### src/prcs_pkg.sv
`timescale 1ns / 1ps
// Shared types, codes and constants for the pixel colour range search block.
package prcs_pkg;

    localparam int RANGE_CAP       = 8;
    localparam int MAX_RANGES_DEF  = 8;
    localparam int QUEUE_DEPTH_DEF = 4;

    localparam int SLOT_W   = 3;
    localparam int COLOR_W  = 24;
    localparam int PIXEL_W  = 32;
    localparam int POS_W    = 24;
    localparam int COUNT_W  = 32;
    localparam int RCOUNT_W = 4;
    localparam int CFG_W    = 32;
    localparam int CFG_IDX_W = 1;

    typedef enum logic {
        ACT_WRITE_RANGE = 1'b0,
        ACT_TEST_PIXEL  = 1'b1
    } action_t;

    typedef enum logic {
        KIND_MATCH = 1'b0,
        KIND_TOTAL = 1'b1
    } kind_t;

    typedef enum logic [CFG_IDX_W-1:0] {
        CFG_MATCH_LIMIT = 1'b0,
        CFG_RANGE_COUNT = 1'b1
    } cfg_index_t;

    typedef struct packed {
        logic [RANGE_CAP-1:0] mask;
        logic [POS_W-1:0]     position;
        logic                 last;
    } job_t;

endpackage

### src/prcs_front.sv
`timescale 1ns / 1ps
// Front end: range bound storage, parallel colour compare and job build.
module prcs_front #(
    parameter int MAX_RANGES = prcs_pkg::MAX_RANGES_DEF
) (
    input  logic                            clk,
    input  logic                            rst_n,
    input  logic                            cfg_wen,
    input  logic [prcs_pkg::CFG_IDX_W-1:0]  cfg_index,
    input  logic [prcs_pkg::RCOUNT_W-1:0]   cfg_count,
    input  logic                            accept,
    input  logic                            action,
    input  logic [prcs_pkg::SLOT_W-1:0]     range_slot,
    input  logic [prcs_pkg::COLOR_W-1:0]    range_high,
    input  logic [prcs_pkg::COLOR_W-1:0]    range_low,
    input  logic [prcs_pkg::PIXEL_W-1:0]    pixel_color,
    input  logic [prcs_pkg::POS_W-1:0]      pixel_position,
    input  logic                            last_pixel,
    output prcs_pkg::job_t                  job,
    output logic                            job_valid
);
    import prcs_pkg::*;

    localparam int NUM_SLOTS = (MAX_RANGES < RANGE_CAP) ? MAX_RANGES : RANGE_CAP;

    logic [COLOR_W-1:0]  high_bound_reg [NUM_SLOTS];
    logic [COLOR_W-1:0]  low_bound_reg  [NUM_SLOTS];
    logic [RCOUNT_W-1:0] range_count_reg;
    logic [RCOUNT_W-1:0] range_count_next;
    logic [NUM_SLOTS-1:0] hit;
    logic                write_en;

    function automatic logic chan_in(logic [7:0] p, logic [7:0] h, logic [7:0] l);
        return (p <= h) && (p >= l);
    endfunction

    assign write_en = accept && (action == ACT_WRITE_RANGE);

    always_comb
    begin
        range_count_next = range_count_reg;
        if (cfg_wen && (cfg_index == CFG_RANGE_COUNT))
        begin
            range_count_next = cfg_count;
        end
    end

    always_ff @(posedge clk or negedge rst_n)
    begin
        if (!rst_n)
        begin
            range_count_reg <= '0;
        end
        else
        begin
            range_count_reg <= range_count_next;
        end
    end

    for (genvar r = 0; r < NUM_SLOTS; r++)
    begin : g_lane
        always_ff @(posedge clk or negedge rst_n)
        begin
            if (!rst_n)
            begin
                high_bound_reg[r] <= '0;
                low_bound_reg[r]  <= '0;
            end
            else if (write_en && (range_slot == SLOT_W'(r)))
            begin
                high_bound_reg[r] <= range_high;
                low_bound_reg[r]  <= range_low;
            end
        end

        assign hit[r] = (RCOUNT_W'(r) < range_count_reg)
            && chan_in(pixel_color[23:16], high_bound_reg[r][23:16], low_bound_reg[r][23:16])
            && chan_in(pixel_color[15:8],  high_bound_reg[r][15:8],  low_bound_reg[r][15:8])
            && chan_in(pixel_color[7:0],   high_bound_reg[r][7:0],   low_bound_reg[r][7:0]);
    end

    assign job.mask     = RANGE_CAP'(hit);
    assign job.position = pixel_position;
    assign job.last     = last_pixel;
    assign job_valid    = accept && (action == ACT_TEST_PIXEL) && ((|hit) || last_pixel);

endmodule

### src/prcs_fifo.sv
`timescale 1ns / 1ps
// Job queue between the compare front end and the result sequencer.
module prcs_fifo #(
    parameter int DEPTH = prcs_pkg::QUEUE_DEPTH_DEF
) (
    input  logic           clk,
    input  logic           rst_n,
    input  logic           push,
    input  prcs_pkg::job_t din,
    output logic           full,
    input  logic           pop,
    output prcs_pkg::job_t dout,
    output logic           empty
);
    import prcs_pkg::*;

    localparam int PTR_W = (DEPTH > 1) ? $clog2(DEPTH) : 1;
    localparam int CNT_W = $clog2(DEPTH + 1);

    job_t             entry_reg [DEPTH];
    logic [PTR_W-1:0] wr_ptr_reg, wr_ptr_next;
    logic [PTR_W-1:0] rd_ptr_reg, rd_ptr_next;
    logic [CNT_W-1:0] count_reg, count_next;
    logic             do_push, do_pop;

    assign full    = (count_reg == CNT_W'(DEPTH));
    assign empty   = (count_reg == '0);
    assign do_push = push && !full;
    assign do_pop  = pop && !empty;
    assign dout    = entry_reg[rd_ptr_reg];

    always_comb
    begin
        wr_ptr_next = wr_ptr_reg;
        rd_ptr_next = rd_ptr_reg;
        count_next  = count_reg;
        if (do_push)
        begin
            wr_ptr_next = (wr_ptr_reg == PTR_W'(DEPTH - 1)) ? '0 : wr_ptr_reg + 1'b1;
        end
        if (do_pop)
        begin
            rd_ptr_next = (rd_ptr_reg == PTR_W'(DEPTH - 1)) ? '0 : rd_ptr_reg + 1'b1;
        end
        if (do_push && !do_pop)
        begin
            count_next = count_reg + 1'b1;
        end
        else if (do_pop && !do_push)
        begin
            count_next = count_reg - 1'b1;
        end
    end

    always_ff @(posedge clk or negedge rst_n)
    begin
        if (!rst_n)
        begin
            wr_ptr_reg <= '0;
            rd_ptr_reg <= '0;
            count_reg  <= '0;
        end
        else
        begin
            wr_ptr_reg <= wr_ptr_next;
            rd_ptr_reg <= rd_ptr_next;
            count_reg  <= count_next;
        end
    end

    always_ff @(posedge clk)
    begin
        if (do_push)
        begin
            entry_reg[wr_ptr_reg] <= din;
        end
    end

endmodule

### src/prcs_back.sv
`timescale 1ns / 1ps
// Back end: walks each job's match mask, keeps the running count, drives the result beat.
module prcs_back (
    input  logic                            clk,
    input  logic                            rst_n,
    input  logic                            cfg_wen,
    input  logic [prcs_pkg::CFG_IDX_W-1:0]  cfg_index,
    input  logic [prcs_pkg::CFG_W-1:0]      cfg_wdata,
    input  prcs_pkg::job_t                  job,
    input  logic                            job_empty,
    output logic                            job_pop,
    input  logic                            pop,
    output logic                            empty,
    output logic                            kind,
    output logic [prcs_pkg::POS_W-1:0]      match_position,
    output logic [prcs_pkg::SLOT_W-1:0]     match_range,
    output logic                            match_kept,
    output logic [prcs_pkg::COUNT_W-1:0]    match_total,
    output logic                            last
);
    import prcs_pkg::*;

    logic [RANGE_CAP-1:0] done_reg, done_next;
    logic [COUNT_W-1:0]   count_reg, count_next;
    logic [COUNT_W-1:0]   limit_reg, limit_next;
    logic                 out_valid_reg, out_valid_next;
    logic                 kind_reg, kind_next;
    logic [POS_W-1:0]     position_reg, position_next;
    logic [SLOT_W-1:0]    range_reg, range_next;
    logic                 kept_reg, kept_next;
    logic [COUNT_W-1:0]   total_reg, total_next;
    logic                 last_reg, last_next;

    logic [RANGE_CAP-1:0] remaining, lowest;
    logic [SLOT_W-1:0]    low_idx;
    logic [COUNT_W-1:0]   count_inc;
    logic                 single, summary, step;

    assign step      = !job_empty && (!out_valid_reg || pop);
    assign remaining = job.mask & ~done_reg;
    assign lowest    = remaining & (~remaining + 1'b1);
    assign single    = ((remaining & (remaining - 1'b1)) == '0);
    assign summary   = (remaining == '0);
    assign count_inc = (count_reg == '1) ? count_reg : count_reg + 1'b1;

    always_comb
    begin
        low_idx = '0;
        for (int i = RANGE_CAP - 1; i >= 0; i--)
        begin
            if (lowest[i])
            begin
                low_idx = SLOT_W'(i);
            end
        end
    end

    always_comb
    begin
        limit_next = limit_reg;
        if (cfg_wen && (cfg_index == CFG_MATCH_LIMIT))
        begin
            limit_next = cfg_wdata;
        end
    end

    always_comb
    begin
        done_next      = done_reg;
        count_next     = count_reg;
        job_pop        = 1'b0;
        out_valid_next = out_valid_reg && !pop;
        kind_next      = kind_reg;
        position_next  = position_reg;
        range_next     = range_reg;
        kept_next      = kept_reg;
        total_next     = total_reg;
        last_next      = last_reg;
        if (step)
        begin
            out_valid_next = 1'b1;
            position_next  = job.position;
            if (summary)
            begin
                kind_next  = KIND_TOTAL;
                range_next = '0;
                kept_next  = 1'b0;
                total_next = count_reg;
                last_next  = 1'b1;
                count_next = '0;
                done_next  = '0;
                job_pop    = 1'b1;
            end
            else
            begin
                kind_next  = KIND_MATCH;
                range_next = low_idx;
                kept_next  = (count_reg < limit_reg);
                total_next = count_inc;
                count_next = count_inc;
                last_next  = single && !job.last;
                if (single && !job.last)
                begin
                    done_next = '0;
                    job_pop   = 1'b1;
                end
                else
                begin
                    done_next = done_reg | lowest;
                end
            end
        end
    end

    always_ff @(posedge clk or negedge rst_n)
    begin
        if (!rst_n)
        begin
            done_reg      <= '0;
            count_reg     <= '0;
            limit_reg     <= '0;
            out_valid_reg <= 1'b0;
        end
        else
        begin
            done_reg      <= done_next;
            count_reg     <= count_next;
            limit_reg     <= limit_next;
            out_valid_reg <= out_valid_next;
        end
    end

    always_ff @(posedge clk)
    begin
        kind_reg     <= kind_next;
        position_reg <= position_next;
        range_reg    <= range_next;
        kept_reg     <= kept_next;
        total_reg    <= total_next;
        last_reg     <= last_next;
    end

    assign empty          = !out_valid_reg;
    assign kind           = kind_reg;
    assign match_position = position_reg;
    assign match_range    = range_reg;
    assign match_kept     = kept_reg;
    assign match_total    = total_reg;
    assign last           = last_reg;

endmodule

### src/pixel_color_range_search.sv
`timescale 1ns / 1ps
// A result is registered in the job queue and then in the back end's output register.
// While full is low one item per cycle enters; while pop keeps up the result side emits one
// beat per cycle; a pixel gives a beat per matching range, plus a total beat if last.
// The job queue between compare and sequencer absorbs match bursts; full rises when it fills.
// Reset clears the range bounds, both config registers, the running count and the job queue.
module pixel_color_range_search #(
    parameter int MAX_RANGES  = prcs_pkg::MAX_RANGES_DEF,
    parameter int QUEUE_DEPTH = prcs_pkg::QUEUE_DEPTH_DEF
) (
    input  logic                            clk,
    input  logic                            rst_n,
    input  logic                            cfg_wen,
    input  logic [prcs_pkg::CFG_IDX_W-1:0]  cfg_index,
    input  logic [prcs_pkg::CFG_W-1:0]      cfg_wdata,
    input  logic                            push,
    output logic                            full,
    input  logic                            action,
    input  logic [prcs_pkg::SLOT_W-1:0]     range_slot,
    input  logic [prcs_pkg::COLOR_W-1:0]    range_high,
    input  logic [prcs_pkg::COLOR_W-1:0]    range_low,
    input  logic [prcs_pkg::PIXEL_W-1:0]    pixel_color,
    input  logic [prcs_pkg::POS_W-1:0]      pixel_position,
    input  logic                            last_pixel,
    output logic                            empty,
    input  logic                            pop,
    output logic                            kind,
    output logic [prcs_pkg::POS_W-1:0]      match_position,
    output logic [prcs_pkg::SLOT_W-1:0]     match_range,
    output logic                            match_kept,
    output logic [prcs_pkg::COUNT_W-1:0]    match_total,
    output logic                            last
);
    import prcs_pkg::*;

    job_t front_job, head_job;
    logic q_push, q_full, q_pop, q_empty, accept;

    assign accept = push && !q_full;
    assign full   = q_full;

    prcs_front #(
        .MAX_RANGES (MAX_RANGES)
    ) u_front (
        .clk            (clk),
        .rst_n          (rst_n),
        .cfg_wen        (cfg_wen),
        .cfg_index      (cfg_index),
        .cfg_count      (cfg_wdata[RCOUNT_W-1:0]),
        .accept         (accept),
        .action         (action),
        .range_slot     (range_slot),
        .range_high     (range_high),
        .range_low      (range_low),
        .pixel_color    (pixel_color),
        .pixel_position (pixel_position),
        .last_pixel     (last_pixel),
        .job            (front_job),
        .job_valid      (q_push)
    );

    prcs_fifo #(
        .DEPTH (QUEUE_DEPTH)
    ) u_fifo (
        .clk   (clk),
        .rst_n (rst_n),
        .push  (q_push),
        .din   (front_job),
        .full  (q_full),
        .pop   (q_pop),
        .dout  (head_job),
        .empty (q_empty)
    );

    prcs_back u_back (
        .clk            (clk),
        .rst_n          (rst_n),
        .cfg_wen        (cfg_wen),
        .cfg_index      (cfg_index),
        .cfg_wdata      (cfg_wdata),
        .job            (head_job),
        .job_empty      (q_empty),
        .job_pop        (q_pop),
        .pop            (pop),
        .empty          (empty),
        .kind           (kind),
        .match_position (match_position),
        .match_range    (match_range),
        .match_kept     (match_kept),
        .match_total    (match_total),
        .last           (last)
    );

    assert property (@(posedge clk) disable iff (!rst_n) q_push |-> !q_full)
        else $error("job pushed into a full queue");

    assert property (@(posedge clk) disable iff (!rst_n)
        (!empty && (kind == KIND_TOTAL)) |-> last)
        else $error("total beat without last");

    assert property (@(posedge clk) disable iff (!rst_n)
        (!empty && (kind == KIND_MATCH)) |-> (match_total != '0))
        else $error("match beat with zero running count");

    assert property (@(posedge clk) disable iff (!rst_n)
        (!empty && !pop) |=> !empty)
        else $error("result beat dropped while stalled");

endmodule
### config.mk
export PLATFORM = sky130hd
export DESIGN_NAME = pixel_color_range_search
export DESIGN_NICKNAME = d
export VERILOG_FILES = /design/src/prcs_pkg.sv /design/src/prcs_front.sv /design/src/prcs_fifo.sv /design/src/prcs_back.sv /design/src/pixel_color_range_search.sv
export SDC_FILE = /design/constraint.sdc
export NUM_CORES = 1
export LEC_CHECK = 0
export BUFFER_PORTS_ARGS = -buffer_cell sky130_fd_sc_hd__buf_2
export CAP_MARGIN = 30
export CORE_MARGIN = 2
export CORE_UTILIZATION = 45
export CTS_CLUSTER_DIAMETER = 40
export DETAILED_ROUTE_END_ITERATION = 6
export MAX_ROUTING_LAYER = met4
export PLACE_DENSITY = 0.66
export SETUP_SLACK_MARGIN = 0.1
export SLEW_MARGIN = 20
export SYNTH_ARGS = -nofsm -noshare
export SYNTH_HDL_FRONTEND = slang
export SYNTH_SLANG_ARGS = --single-unit
### constraint.sdc
create_clock -name clk -period 3.4 [get_ports clk]
set_clock_uncertainty 0.15 [all_clocks]
set_input_delay 0.51 -clock clk [delete_from_list [all_inputs] [get_ports clk]]
set_output_delay 0.51 -clock clk [all_outputs]
set_load 0.05 [all_outputs]
======== Yosys cells after proc, flatten, opt, wreduce, memory -nomap -nowiden ========
Memory sizes are Yosys's and may differ from the RTL's.
Index checks and enable logic that the tools add are counted.
storage, ports and cells
  register bits ........................... 530
  bits in latches ......................... 0
  bits in writable memories ............... 132
  ROM bits ................................ 0
  output and inout port bits .............. 64
  memories kept ........................... 1
memory list
  memory            depth  bits a word  read ports  clocked after memory_dff  wr ports  line             text
  u_fifo.entry_reg  4      33           1           0                         1         prcs_fifo.sv:20  job_t entry_reg [DEPTH];
operators by class
  add/sub/neg operators ................... 7
  multiply operators ...................... 0
  div/mod/pow operators ................... 0
  $lt $le $gt $ge ......................... 57
  equal/unequal tests ..................... 11
  shift operators ......................... 0
  muxes and demuxes ....................... 23
  bitwise gates (word level) .............. 8
  reductions and logical operators ........ 87
operators by type and width
  operator                 number
  $ge A8 B8 Y1             24
  $le A8 B8 Y1             24
  $mux W32                 3
  $logic_and A1 B1 Y1      69
  $add A32 B1 Y32 const B  1
  $eq A32 B32 Y1 const B   1
  $lt A32 B32 Y1           1
  $and A8 B8 Y8            3
  $mux W3                  6
  $logic_not A8 Y1         2
  $lt A3 B4 Y1 const A     4
  $mux W8                  2
  $not A8 Y8               2
  $eq A3 B3 Y1 const B     5
  $add A8 B1 Y8 const B    1
  $lt A1 B4 Y1 const A     2
  $lt A2 B4 Y1 const A     2
  $mux W1                  8
  $mux W2                  4
  $or A8 B8 Y8             1
  $reduce_or A8 Y1         1
  $sub A8 B1 Y8 const B    1
  $logic_not A1 Y1         7
  $eq A3 B2 Y1 const B     2
  12 further kinds         17

======== Depth between registers and ports, before layout ========
Gate-level depths: netlist of run 1.
  depth after elaboration ................. 13
  mapped depth ............................ 17

======== Modules after synthesis ========
A second synthesis of run 1 with hierarchy kept.
unflattened totals
  cell total of the unflattened synthesis .. 3,141
  area total of the unflattened synthesis .. 35,499.0 sq um
modules (own cells, without submodules)
  module                    instances  cells each  area an instance (sq um)  seq. area each (sq um)
  prcs_front                1          2,313       23,533.8                  9,709.3
  prcs_back                 1          617         6,749.0                   3,688.5
  prcs_fifo                 1          210         5,202.5                   4,139.0
  pixel_color_range_search  1          1           13.8                      0.0

======== Least setup slack after synthesis of run 1 ========
No wires, ideal clock.
  kind .................................... input to register
  from .................................... input port pixel_color[8] (netlist name)
  to ...................................... memory u_fifo.entry_reg[3][0] (netlist name) (enable)
  arrival time ............................ 3.445 ns
  path slack .............................. -0.589 ns
  cell stages on the path ................. 10
  path through ............................ inv_1 -> ha_1 -> nand4_1 -> o31a_1 -> nor4_2 -> o2111ai_1 -> nor4_1 -> nor4_1 -> a31oi_2 -> and2_1
RTL lines
  what         line                            text
  from (decl)  pixel_color_range_search.sv:22  input logic [prcs_pkg::PIXEL_W-1:0] pixel_color,
  to (decl)    prcs_fifo.sv:20

==> results.txt, run 1 <==
The number of clock sinks was 662; the basic-gate share of the synthesized area counting and, or, nand and nor cells was 0.0895. The number of vias per cell is 5.29. Compared with the post-synthesis result, the final layout area differs by 26.3%.

The tools report the first-pass GRT wire length as 144 mm. By count the netlist is led by dfrtp_1 (468), ha_1 (422), inv_1 (394). The finished layout holds 4821 standard cells, fillers aside. For the worst setup path, the data required time is 3.82 ns. The maximum number of pins on one net before global-route repair is 76, and the final weighted congestion in routability-driven placement is 0.863. The clock insertion delay at the later pin of the skew report is 0.67 ns. TritonCTS built the clock tree. The clock tree synthesis step divided the H-tree into 3 levels. Die height: 283 um. The share of the clock period used by the worst path after layout came out at 1.05. The clock power share is 0.327, and the highest net fanout along the worst path is 2. The worst stage delay on the critical path was 0.38 ns; the top-level I/O count was 211. After synthesis the netlist holds a flip-flop and latch count of 662. The cell area that synthesis handed to floorplanning was 0.0351 sq mm. The horizontal die dimension is 283 um, and the register area is 0.0175 sq mm. The final reports fail on negative setup slack.

The synthesized design contains 194 enable-type register cells. The worst hold slack across all endpoints came out at 0.0351 ns. The worst-case IR drop observed on VDD is 478 uV.

The critical path is of the reg2reg type. The total number of vias was 25500; the total power draw was 35.5 mW. The sort of element at the start of the critical path was a register.

Number of antenna violations at the first check in global routing: 8. In the synthesized netlist the dominant register cell turns out to be dfrtp_1. The run gives 0 as the number of hold-slack violations in the final timing report. The worst setup path is captured at a register. The multiplexer share of the synthesized area works out to 0.0952. The floorplan step defined a core boundary enclosing 0.0773 sq mm.

By area the synthesized netlist is led by dfrtp_1 (33%), edfxtp_1 (17%), ha_1 (15%). Relative slew slack: 0.548. The first routing iteration left 1610 violations. The mean instance size in the synthesized netlist was 11.1 sq um; the DRC violations left was 0.

For the synthesized instance count, the log shows 3156. For the distinct cell type count after synthesis, the log shows 85. The first-pass iteration count of the detailed router was 5. The warning count from the yosys run was 0. Setup repair after global routing could not meet its margin everywhere.

For the pin with the worst max-slew slack, the measured transition is 0.662 ns. The setup slack of the critical path after layout was -0.174 ns. The logs give 0.454 for the starting utilization of the core area and 0 for the remaining number of nets flagged by the antenna check after routing.

The flow ran to the end, but the final reports show violations. The finished cells cover 0.0443 sq mm. Share of post-route cells with drive strength above 1: 0.265. By area, the combinational part of the netlist is dominated by adder cells. Summing all multi-input logic gate instances after layout gives 0.0161 sq mm. The most common cell in the synthesized netlist is dfrtp_1. In the final design database the tool counted 4250 nets.

The tools report the net load switching power as 12.1 mW. The worst path in the final design needs a cycle of 3.57 ns, including I/O delays and setup. Summed over all cells, the static leakage comes to 20.2 nW. After global routing the overflow that remains totals 0. Adder-cell area share of the yosys netlist: 0.151. The tightest min-delay check is of the in2reg type.

The die covers 0.0802 sq mm. For the utilization of the core after routing, the log shows 0.573. The run gives 0.338 as the part of the total power dissipated in combinational logic.

The max capacitance violation total came out at 0. The run gives 0.500 as the part of the Yosys area used for sequential elements. The number of cells in the design after placement is 4527. Total global-route track usage: 0.233. After detailed routing, the average wire length per cell comes to 18.7 um. The post-synthesis compound-gate area fraction was 0.101.

After filler insertion, the fill cell instance count of the layout stands at 6463. The logs give 0.335 for the part of the total power dissipated in sequential elements and 0.0391 sq mm for the standard cell area after detailed placement. Row generation in the floorplan step produced 102 rows. Wires add up to 90.1 mm. Cell internal power was estimated by the tool at 23.4 mW. Clock-pin slew was measured on the worst setup and hold paths at 0.05 ns. Power spread over the standard cell area amounts to 801 mW/mm^2.

The final count of negative-setup-slack endpoints was 2. The area share of the largest cell type after synthesis was 0.334; the total of buffers placed on input and output ports was 202. The parity-gate share of the synthesized area counting xor and xnor cells was 0.00849.

The number of global-route vias before repair was 26100. Summed over all nets, the half-perimeter wirelength after detailed placement is 62.0 mm. The worst endpoint data arrival time is 4.00 ns.

The tools report the maximum count of clock buffers along a single path as 3. Switching power as a share of total power: 0.340. For this design, the slowest cell found on the critical path is dfrtp_1.

The run gives 280 MHz as the upper clock frequency limit. The tools report the synthesized net count as 3726. The signal on the critical path passes through ha_1 -> nand4_1 -> o21a_1 -> a211oi_2 -> buf_4 -> o211ai_1 -> a211oi_2 -> buf_4 -> nor4_4 -> a31oi_2 -> ha_2 -> inv_2 -> fa_2 -> xor2_1 -> nor2_1 -> xor2_1. The tools report the number of buffers added by the clock tree synthesis step as 111. The tools report the clock root buffer as clkbuf_16. The leading area contributor after synthesis was dfrtp_1.

Proportion of synthesized flip-flops having asynchronous set or reset: 0.707. Max-slew violation count: 0.
## cell type report
| class | instances | area share |
|---|---|---|
| flip-flops and latches | 662 | 0.396 |
| multi-input cells | 2004 | 0.363 |
| repair buffers | 505 | 0.0894 |
| clock buffers | 125 | 0.0657 |
| inverters | 396 | 0.0338 |
| well taps | 1040 | 0.0294 |
| clock inverters | 83 | 0.0229 |
| diodes | 6 | 0.000339 |
## placed cells by master, fill, tap and decap left out, drive strengths merged, types with 12 or more instances in the layout
master,count
dfrtp,468
buf,444
ha,422
inv,419
nand2,327
o21ai,311
mux2,227
edfxtp,194
a21oi,153
clkbuf,126
nor2,96
nand4,67
dlygate4sd3,60
nand3,42
mux4,33
nor2b,30
clkinv,30
nor3,26
a21o,24
nand2b,23
xnor2,19
o211ai,19
o31ai,17
a31oi,17
a211oi,17
clkinvlp,16
xor2,15
bufinv,14
a2111oi,13
nor4,12
## power by group through the flow
stage               sequential [mW]  combinational [mW]  clock [mW]
floorplan                      12.6                7.06           0
global placement               11.9                11.2           0
detailed placement             12.0                11.4           0
CTS                            11.9                11.8        11.8
global route                   12.1                13.4        12.2
finish                         11.9                12.0        11.6
## routing by layer
layer	track usage	share of wire
met5	-	0
met1	0.304	0.44
met3	0.0336	0.052
met2	0.373	0.47
met4	0.0772	0.031
## critical path, delay by kind of cell, from the launching register on
family / cells / cell delay (ns)
buffers and inverters: 3 / 0.37
AO/OA/AOI/OAI: 5 / 1.12
adder cells (fa/ha/maj): 3 / 0.87
flip-flops: 1 / 0.38
AND/OR/NAND/NOR: 3 / 0.28
XOR/XNOR: 2 / 0.31
## what timing repair did
item / CTS / global route
pin swaps: 12 / 23
hold buffers: 60 / 0
endpoints found under the setup margin: 137 / 137
resized for setup: 39 / 44
cloned: 6 / 2
hold endpoints to repair: 191 / 0
setup buffers: 12 / 3
## kinds of logic after synthesis
| group | after synthesis |
|---|---|
| AO/OA/AOI/OAI | 617 |
| XOR/XNOR | 34 |
| adder cells (fa/ha/maj) | 424 |
| buffers and inverters | 490 |
| flip-flops | 662 |
| multiplexers | 262 |
| AND/OR/NAND/NOR | 667 |
## final timing paths
check	start	to	slack (ns)	depth (start not counted)
min in group asynchronous	rst_n	u_front.low_bound_reg[65]	0.28	2
hold reg to reg	u_back.done_reg[6]	u_back.done_reg[6]	0.34	2
setup reg to reg	u_front.high_bound_reg[16]	u_fifo.count_reg[2]	-0.17	16
max in group asynchronous	rst_n	u_back.count_reg[6]	1.88	4
hold / removal	range_high[17]	u_front.high_bound_reg[17]	0.04	3
setup / recovery	u_front.high_bound_reg[16]	u_fifo.count_reg[2]	-0.17	16
## stage by stage
stage / worst slack (ns) / TNS (ns)
2_1_floorplan: -0.261 / -7.83
3_3_place_gp: -0.846 / -81.70
3_5_place_dp: -0.872 / -83.73
4_1_cts: -0.203 / -0.333
5_1_grt: -0.292 / -5.79
6_report: -0.174 / -0.262
No activity file was read; power rests on OpenSTA's default activity.
==> run 2: changes to the inputs <==
Settings changed: SETUP_SLACK_MARGIN 0.1 to 0.4.
==> results.txt, run 2 (synthesis results as in run 1) <==
The upper clock frequency limit is 280 MHz (about the same), and the final non-filler cell total is 4840 (+0.39%). The total global-route track usage was 0.230 (-0.00296). Setup repair after global routing could not meet its margin everywhere.

For this design, the slowest cell found on the critical path is fa_1. The logs give 76 (unchanged) for the maximum number of pins on one net before global-route repair and 25800 (-0.97%) for the number of global-route vias before repair. The worst hold-check path type was in2reg.

The worst stage delay on the critical path is 0.39 ns (about the same). The DRC violations left is 0 (unchanged), and the layout-stage area growth over the synthesis result is 26.7%. The number of vias per cell is 5.25 (-0.69%), and the worst endpoint data arrival time is 3.95 ns (-0.05 ns). The number of cells in the design after placement is 4529 (+0.044%), and the maximum level of the CTS H-tree is 3 (unchanged). For the maximum count of clock buffers along a single path, the log shows 3 (unchanged). Leaving out fill and tap cells, the most frequent cell in the layout is dfrtp_1.

For the number of clock sinks, the log shows 662 (unchanged). Sum of buffers and inverters on the critical path: 3 (unchanged). For the final weighted congestion in routability-driven placement, the log shows 0.864 (about the same).

The total power draw was 35.6 mW (+0.32%); the final count of negative-setup-slack endpoints was 118 (+116). The total number of vias was 25400 (-0.30%). The slew at the pin closest to its max-slew limit was 0.937 ns (+0.276 ns); the power density of the placed cells was 802 mW/mm^2 (about the same). The area enclosed by the die boundary is 0.0802 sq mm (unchanged). The post-detailed-placement half-perimeter wirelength was 61.3 mm (-1.2%); the clock-pin transition on the worst setup and hold timing paths was 0.05 ns (about the same).

The max capacitance violation total came out at 0 (unchanged). For the starting utilization of the core area, the log shows 0.454 (unchanged). The data required time at the worst endpoint was 3.78 ns (-0.04 ns); the first-pass iteration count of the detailed router was 7 (+2). The count of routing violations after the opening detailed-route iteration is 1669 (+3.7%). Share of post-route cells with drive strength above 1: 0.266 (+0.00184). The aggregate routed wire length came out at 89.3 mm (-0.92%).

The top-level I/O count is 211 (unchanged). The run finished, with violations left. Walking the worst path, the cells encountered are ha_1 -> nand2b_4 -> a21o_1 -> a211oi_2 -> nor4_2 -> a2111oi_2 -> buf_4 -> nor4_4 -> nor4_2 -> a31oi_2 -> buf_4 -> ha_4 -> inv_2 -> fa_1 -> mux2_2.

The number of antenna violations at the first check in global routing is 8 (unchanged). The total overflow reported by the global router came out at 0 (unchanged). The tools report the leakage power of the design as 20.3 nW (+0.58%). The worst setup path is launched from a register.

The share of the clock period used by the worst path after layout was 1.05 (about the same); the number of hold-slack violations in the final timing report was 0 (unchanged). The highest net fanout along the worst path is 2 (unchanged), and the setup slack of the critical path after layout is -0.171 ns (+0.00308 ns). The number of buffers added by the clock tree synthesis step was 111 (unchanged); the remaining number of nets flagged by the antenna check after routing was 0 (unchanged). Clock insertion delay at the later pin of the skew report: 0.65 ns (-0.02 ns). Leaving out fill and tap cells, the most frequent cells in the layout are dfrtp_1 (467), ha_1 (416), inv_1 (385), nand2_1 (323), o21ai_0 (294). The critical path is of the reg2reg type.

The horizontal die dimension works out to 283 um (unchanged). Placement row count: 102 (unchanged). TritonCTS built the clock tree. The tools report the setup slack at placement as -0.730 ns (+0.142 ns). The run gives -9.79 ns (-9.52 ns) as the setup total negative slack. For the net count reported at finish, the log shows 4269 (+0.45%).

The die height is 283 um (unchanged), and the max-slew violation count is 0 (unchanged). The total of buffers placed on input and output ports came out at 202 (unchanged). The number of fill cells in the layout came out at 6470 (+0.11%). Relative slew slack: 0.370 (-0.177). Top cell family by delay on the critical path: compound AO/OA/AOI/OAI gates. The routed wirelength normalized by instance count came out at 18.5 um (-1.3%). STA classifies the critical path endpoint as a register. The core footprint was 0.0773 sq mm (unchanged). The tools report the worst ir drop on vdd as 473 uV (-1.1%). Clock tree synthesis selected as its root buffer the cell clkbuf_16. The post-route minimum period was 3.57 ns (-0.00308 ns). For the first-pass GRT wire length, the log shows 142 mm (-1.4%). The final reports fail on negative setup slack.
[run 2: final timing paths]
check	from	depth (start not counted)	slack, ns	endpoint
worst max-delay path	u_front.low_bound_reg[152]	15	-0.17	u_fifo.count_reg[1]
max in group asynchronous	rst_n	4	1.81	u_front.high_bound_reg[47]
min in group asynchronous	rst_n	2	0.25	u_back.count_reg[18]
worst max register to register	u_front.low_bound_reg[152]	15	-0.17	u_fifo.count_reg[1]
worst min register to register	u_back.done_reg[1]	2	0.33	u_back.done_reg[1]
worst min-delay path	range_low[13]	3	0.04	u_front.low_bound_reg[61]
[run 2: where the power goes]
group | leakage, nW | switching, mW | internal [mW] | total [mW]
clock | 1.92 | 4.18 | 7.43 | 11.6
sequential | 7.53 | 0.998 | 10.8 | 11.8
combinational | 10.9 | 6.82 | 5.36 | 12.2
total | 20.3 | 12.0 | 23.6 | 35.6
[run 2: layer usage]
layer / global-route usage / up-vias / wire length (um)
li1: - / 12300 / -
met5: - / - / 0
met1: 0.294 / 12300 / 39100
met4: 0.0772 / 0 / 2870
met2: 0.376 / 597 / 43200
met3: 0.0328 / 172 / 4140
[run 2: final cells by class]
type / instances / area, sq um / share of cell area
Antenna cell: 6 / 15.0 / 0.000338
Clock buffer: 138 / 3040 / 0.0684
Clock inverter: 70 / 901 / 0.0203
Inverter: 396 / 1500 / 0.0338
Multi-Input combinational cell: 2006 / 16000 / 0.361
Sequential cell: 662 / 17500 / 0.395
Tap cell: 1040 / 1300 / 0.0293
Timing Repair Buffer: 522 / 4090 / 0.0921
[run 2: what timing repair did]
action | in CTS | in global routing
setup endpoints to repair | 142 | 175
cloned | 5 | 6
hold endpoints to repair | 196 | 0
pin swaps | 12 | 12
hold buffers | 63 | 0
gates resized for setup | 37 | 44
buffers inserted | 16 | 7
[run 2: worst reg2reg max path: stages, from the launching register on]
cell and delay, ns:
dfrtp_1 0.37, ha_1 0.29, nand2b_4 0.13, a21o_1 0.16, a211oi_2 0.23, nor4_2 0.09, a2111oi_2 0.38, buf_4 0.22
nor4_4 0.05, nor4_2 0.20, a31oi_2 0.12, buf_4 0.17, ha_4 0.16, inv_2 0.05, fa_1 0.40, mux2_2 0.27
[run 2: stage by stage]
| stage | utilization | area (sq um) | hold WS (ns) |
|---|---|---|---|
| global placement | 0.505 | 39000 | 0.317 |
| floorplan | - | 35200 | 0.0644 |
| CTS | 0.569 | 44000 | 0.00882 |
| detailed placement | 0.505 | 39100 | 0.323 |
| global route | 0.574 | 44400 | 0.0312 |
| finish | 0.574 | 44400 | 0.0402 |
==> run 3: changes to the inputs <==
Settings changed: CORE_ASPECT_RATIO set to 1.4.
==> results.txt, run 3 (synthesis results as in run 1) <==
The run gives 1358 (-19%) as the count of routing violations after the opening detailed-route iteration. The run gives -11.69 ns (-1.91 ns) as the setup total negative slack. The top-level I/O count was 211 (unchanged); the net count reported at finish was 4265 (-0.094%). In this run the worst setup path terminates at u_fifo.entry_reg[2][13]. The design area came out at 0.0442 sq mm (-0.41%). The max capacitance violation total came out at 0 (unchanged).

For the max-slew violation count, the log shows 0 (unchanged). The post-route minimum period works out to 3.58 ns (+0.00924 ns). The data required time at the worst endpoint is 3.63 ns (-0.15 ns), and the total overflow reported by the global router is 0 (unchanged). The final reports fail on negative setup slack. The leakage power of the design came out at 20.2 nW (-0.60%). The setup slack on the worst flop-to-flop path is -0.18 ns (about the same).

The area growth from synthesis to layout is 26.1%. The total of buffers placed on input and output ports was 202 (unchanged); the number of fill cells in the layout was 6487 (+0.26%). Relative slew slack: 0.568 (+0.198). The DRC violations left is 0 (unchanged), and the standard cell area after detailed placement is 0.0392 sq mm (+0.31%). The run gives 121 (+2.5%) as the final count of negative-setup-slack endpoints. The horizontal die dimension is 240 um (-15%). TritonCTS built the clock tree. The routed wirelength normalized by instance count works out to 19.1 um (+3.4%). The clock-pin transition on the worst setup and hold timing paths was 0.06 ns (about the same); the aggregate routed wire length was 92.1 mm (+3.1%).

The clock insertion delay at the later pin of the skew report came out at 0.67 ns (+0.02 ns). In the layout the commonest cells are dfrtp_1 (466), ha_1 (418), inv_1 (387), nand2_1 (324), o21ai_0 (296). The total global-route track usage is 0.239 (+0.00962).

The tools report the number of hold-slack violations in the final timing report as 0 (unchanged). The tools report the final weighted congestion in routability-driven placement as 0.903 (+4.5%). The flow ran to the end, but the final reports show violations.

The run gives 25400 (+0.11%) as the total number of vias. The tools report the worst hold slack across all endpoints as 0.0315 ns (-0.00873 ns). The tools report the destination of the worst register-to-register timing path as u_fifo.entry_reg[2][13]. The power density of the placed cells was 785 mW/mm^2 (-2.1%); the core footprint was 0.0775 sq mm (+0.23%).

The critical path launch point was u_front.high_bound_reg[89]. The library cell used most frequently in the layout, excluding fill and tap cells, is dfrtp_1. The number of cells in the design after placement was 4533 (+0.088%); the setup slack at placement was -0.721 ns (+0.00978 ns). For the first-pass iteration count of the detailed router, the log shows 6 (-1).

The run gives 0 (unchanged) as the remaining number of nets flagged by the antenna check after routing. Clock tree synthesis selected as its root buffer the cell clkbuf_16. The worst endpoint data arrival time came out at 3.81 ns (-0.14 ns). Slew at the pin closest to its max-slew limit: 0.643 ns (-0.294 ns). The logs give 99 (-11%) for the number of buffers added by the clock tree synthesis step and 0.571 (-0.00365) for the utilization of the core after routing. For the starting utilization of the core area, the log shows 0.452 (-0.00102). The maximum number of pins on one net before global-route repair was 91 (+20%); the upper clock frequency limit was 279 MHz (-0.26%). The logs give -0.180 ns (-0.00924 ns) for the setup slack of the critical path after layout and 64.4 mm (+4.9%) for the post-detailed-placement half-perimeter wirelength. The number of vias per cell works out to 5.27 (+0.32%). The number of global-route vias before repair is 26200 (+1.6%).

The tools report the number of clock sinks as 662 (unchanged). The final non-filler cell total is 4830 (-0.21%). The highest net fanout along the worst path is 6 (+4). The first-pass GRT wire length came out at 144 mm (+1.7%).

Number of cell instances on the worst register-to-register path: 17 (+2). The die height came out at 334 um (+18%). The area enclosed by the die boundary is 0.0802 sq mm (about the same), and the number of antenna violations at the first check in global routing is 4 (-4). The worst ir drop on vdd came out at 449 uV (-5.0%).

The worst setup path is captured at a register. By startpoint and endpoint, the worst setup path is classified as reg2reg. The startpoint identified for the worst register-to-register timing path is u_front.high_bound_reg[89].

The tools report the sort of element at the start of the critical path as a register. The run gives 121 (+19%) as the placement row count. The worst hold path belongs to the class in2reg. The share of the clock period used by the worst path after layout came out at 1.05 (+0.00272). For the total power draw, the log shows 34.7 mW (-2.5%). For the maximum count of clock buffers along a single path, the log shows 3 (unchanged).

The maximum level of the CTS H-tree was 3 (unchanged); the share of post-route cells with drive strength above 1 was 0.264 (-0.00212). Setup repair after global routing could not meet its margin everywhere.
==> run 3: final cells by class <==
cell class	count	area [sq um]	share of cell area
Multi-Input combinational cell	2008	16000	0.363
Clock inverter	69	857	0.0194
Inverter	396	1500	0.0339
Clock buffer	116	2620	0.0593
Tap cell	1045	1310	0.0296
Antenna cell	6	15.0	0.000339
Timing Repair Buffer	528	4350	0.0984
Sequential cell	662	17500	0.396
==> run 3: worst max-delay path, cell delays in order (launching register included) <==
cell and delay [ns]:
dfrtp_1 0.34, inv_1 0.05, ha_1 0.28, nor2b_1 0.13
o211ai_1 0.18, a21oi_1 0.10, a2111oi_0 0.31, buf_4 0.20
o2111ai_2 0.11, nor3_2 0.28, nor4_2 0.09, a31oi_2 0.15
buf_4 0.17, buf_4 0.11, buf_8 0.10, and2_4 0.27
buf_12 0.14, buf_16 0.10
==> run 3: what timing repair did <==
action,in CTS,in global routing
endpoints found under the setup margin,173,162
pin swaps,13,18
gates resized for setup,47,41
endpoints found under the hold margin,193,0
setup buffers,22,10
cloned,12,2
hold buffers,60,0
==> run 3: how the worst min path moves through the flow <==
stage / start / end / slack (ns) / cells after the start
after floorplan: rst_n / u_back.count_reg[0] / 0.06 / 0
after global placement: u_back.done_reg[3] / u_back.done_reg[3] / 0.32 / 2
after detailed placement: u_back.done_reg[3] / u_back.done_reg[3] / 0.33 / 2
after CTS: range_high[12] / u_front.high_bound_reg[60] / 0.00006 / 3
after global routing: range_high[15] / u_front.high_bound_reg[39] / 0.02 / 3
final: range_low[15] / u_front.low_bound_reg[39] / 0.03 / 3
==> run 3: where the power goes <==
group	switching (mW)	leakage (nW)	internal, mW
Combinational	6.89	11.0	5.37
Clock	4.08	1.67	6.50
Sequential	1.05	7.53	10.8
Total	12.0	20.2	22.7
==> run 3: metal layers <==
metal | wire (um) | track usage
met2 | 47600 | 0.421
met5 | 0 | -
met4 | 3690 | 0.0967
met1 | 36900 | 0.273
met3 | 3900 | 0.0342
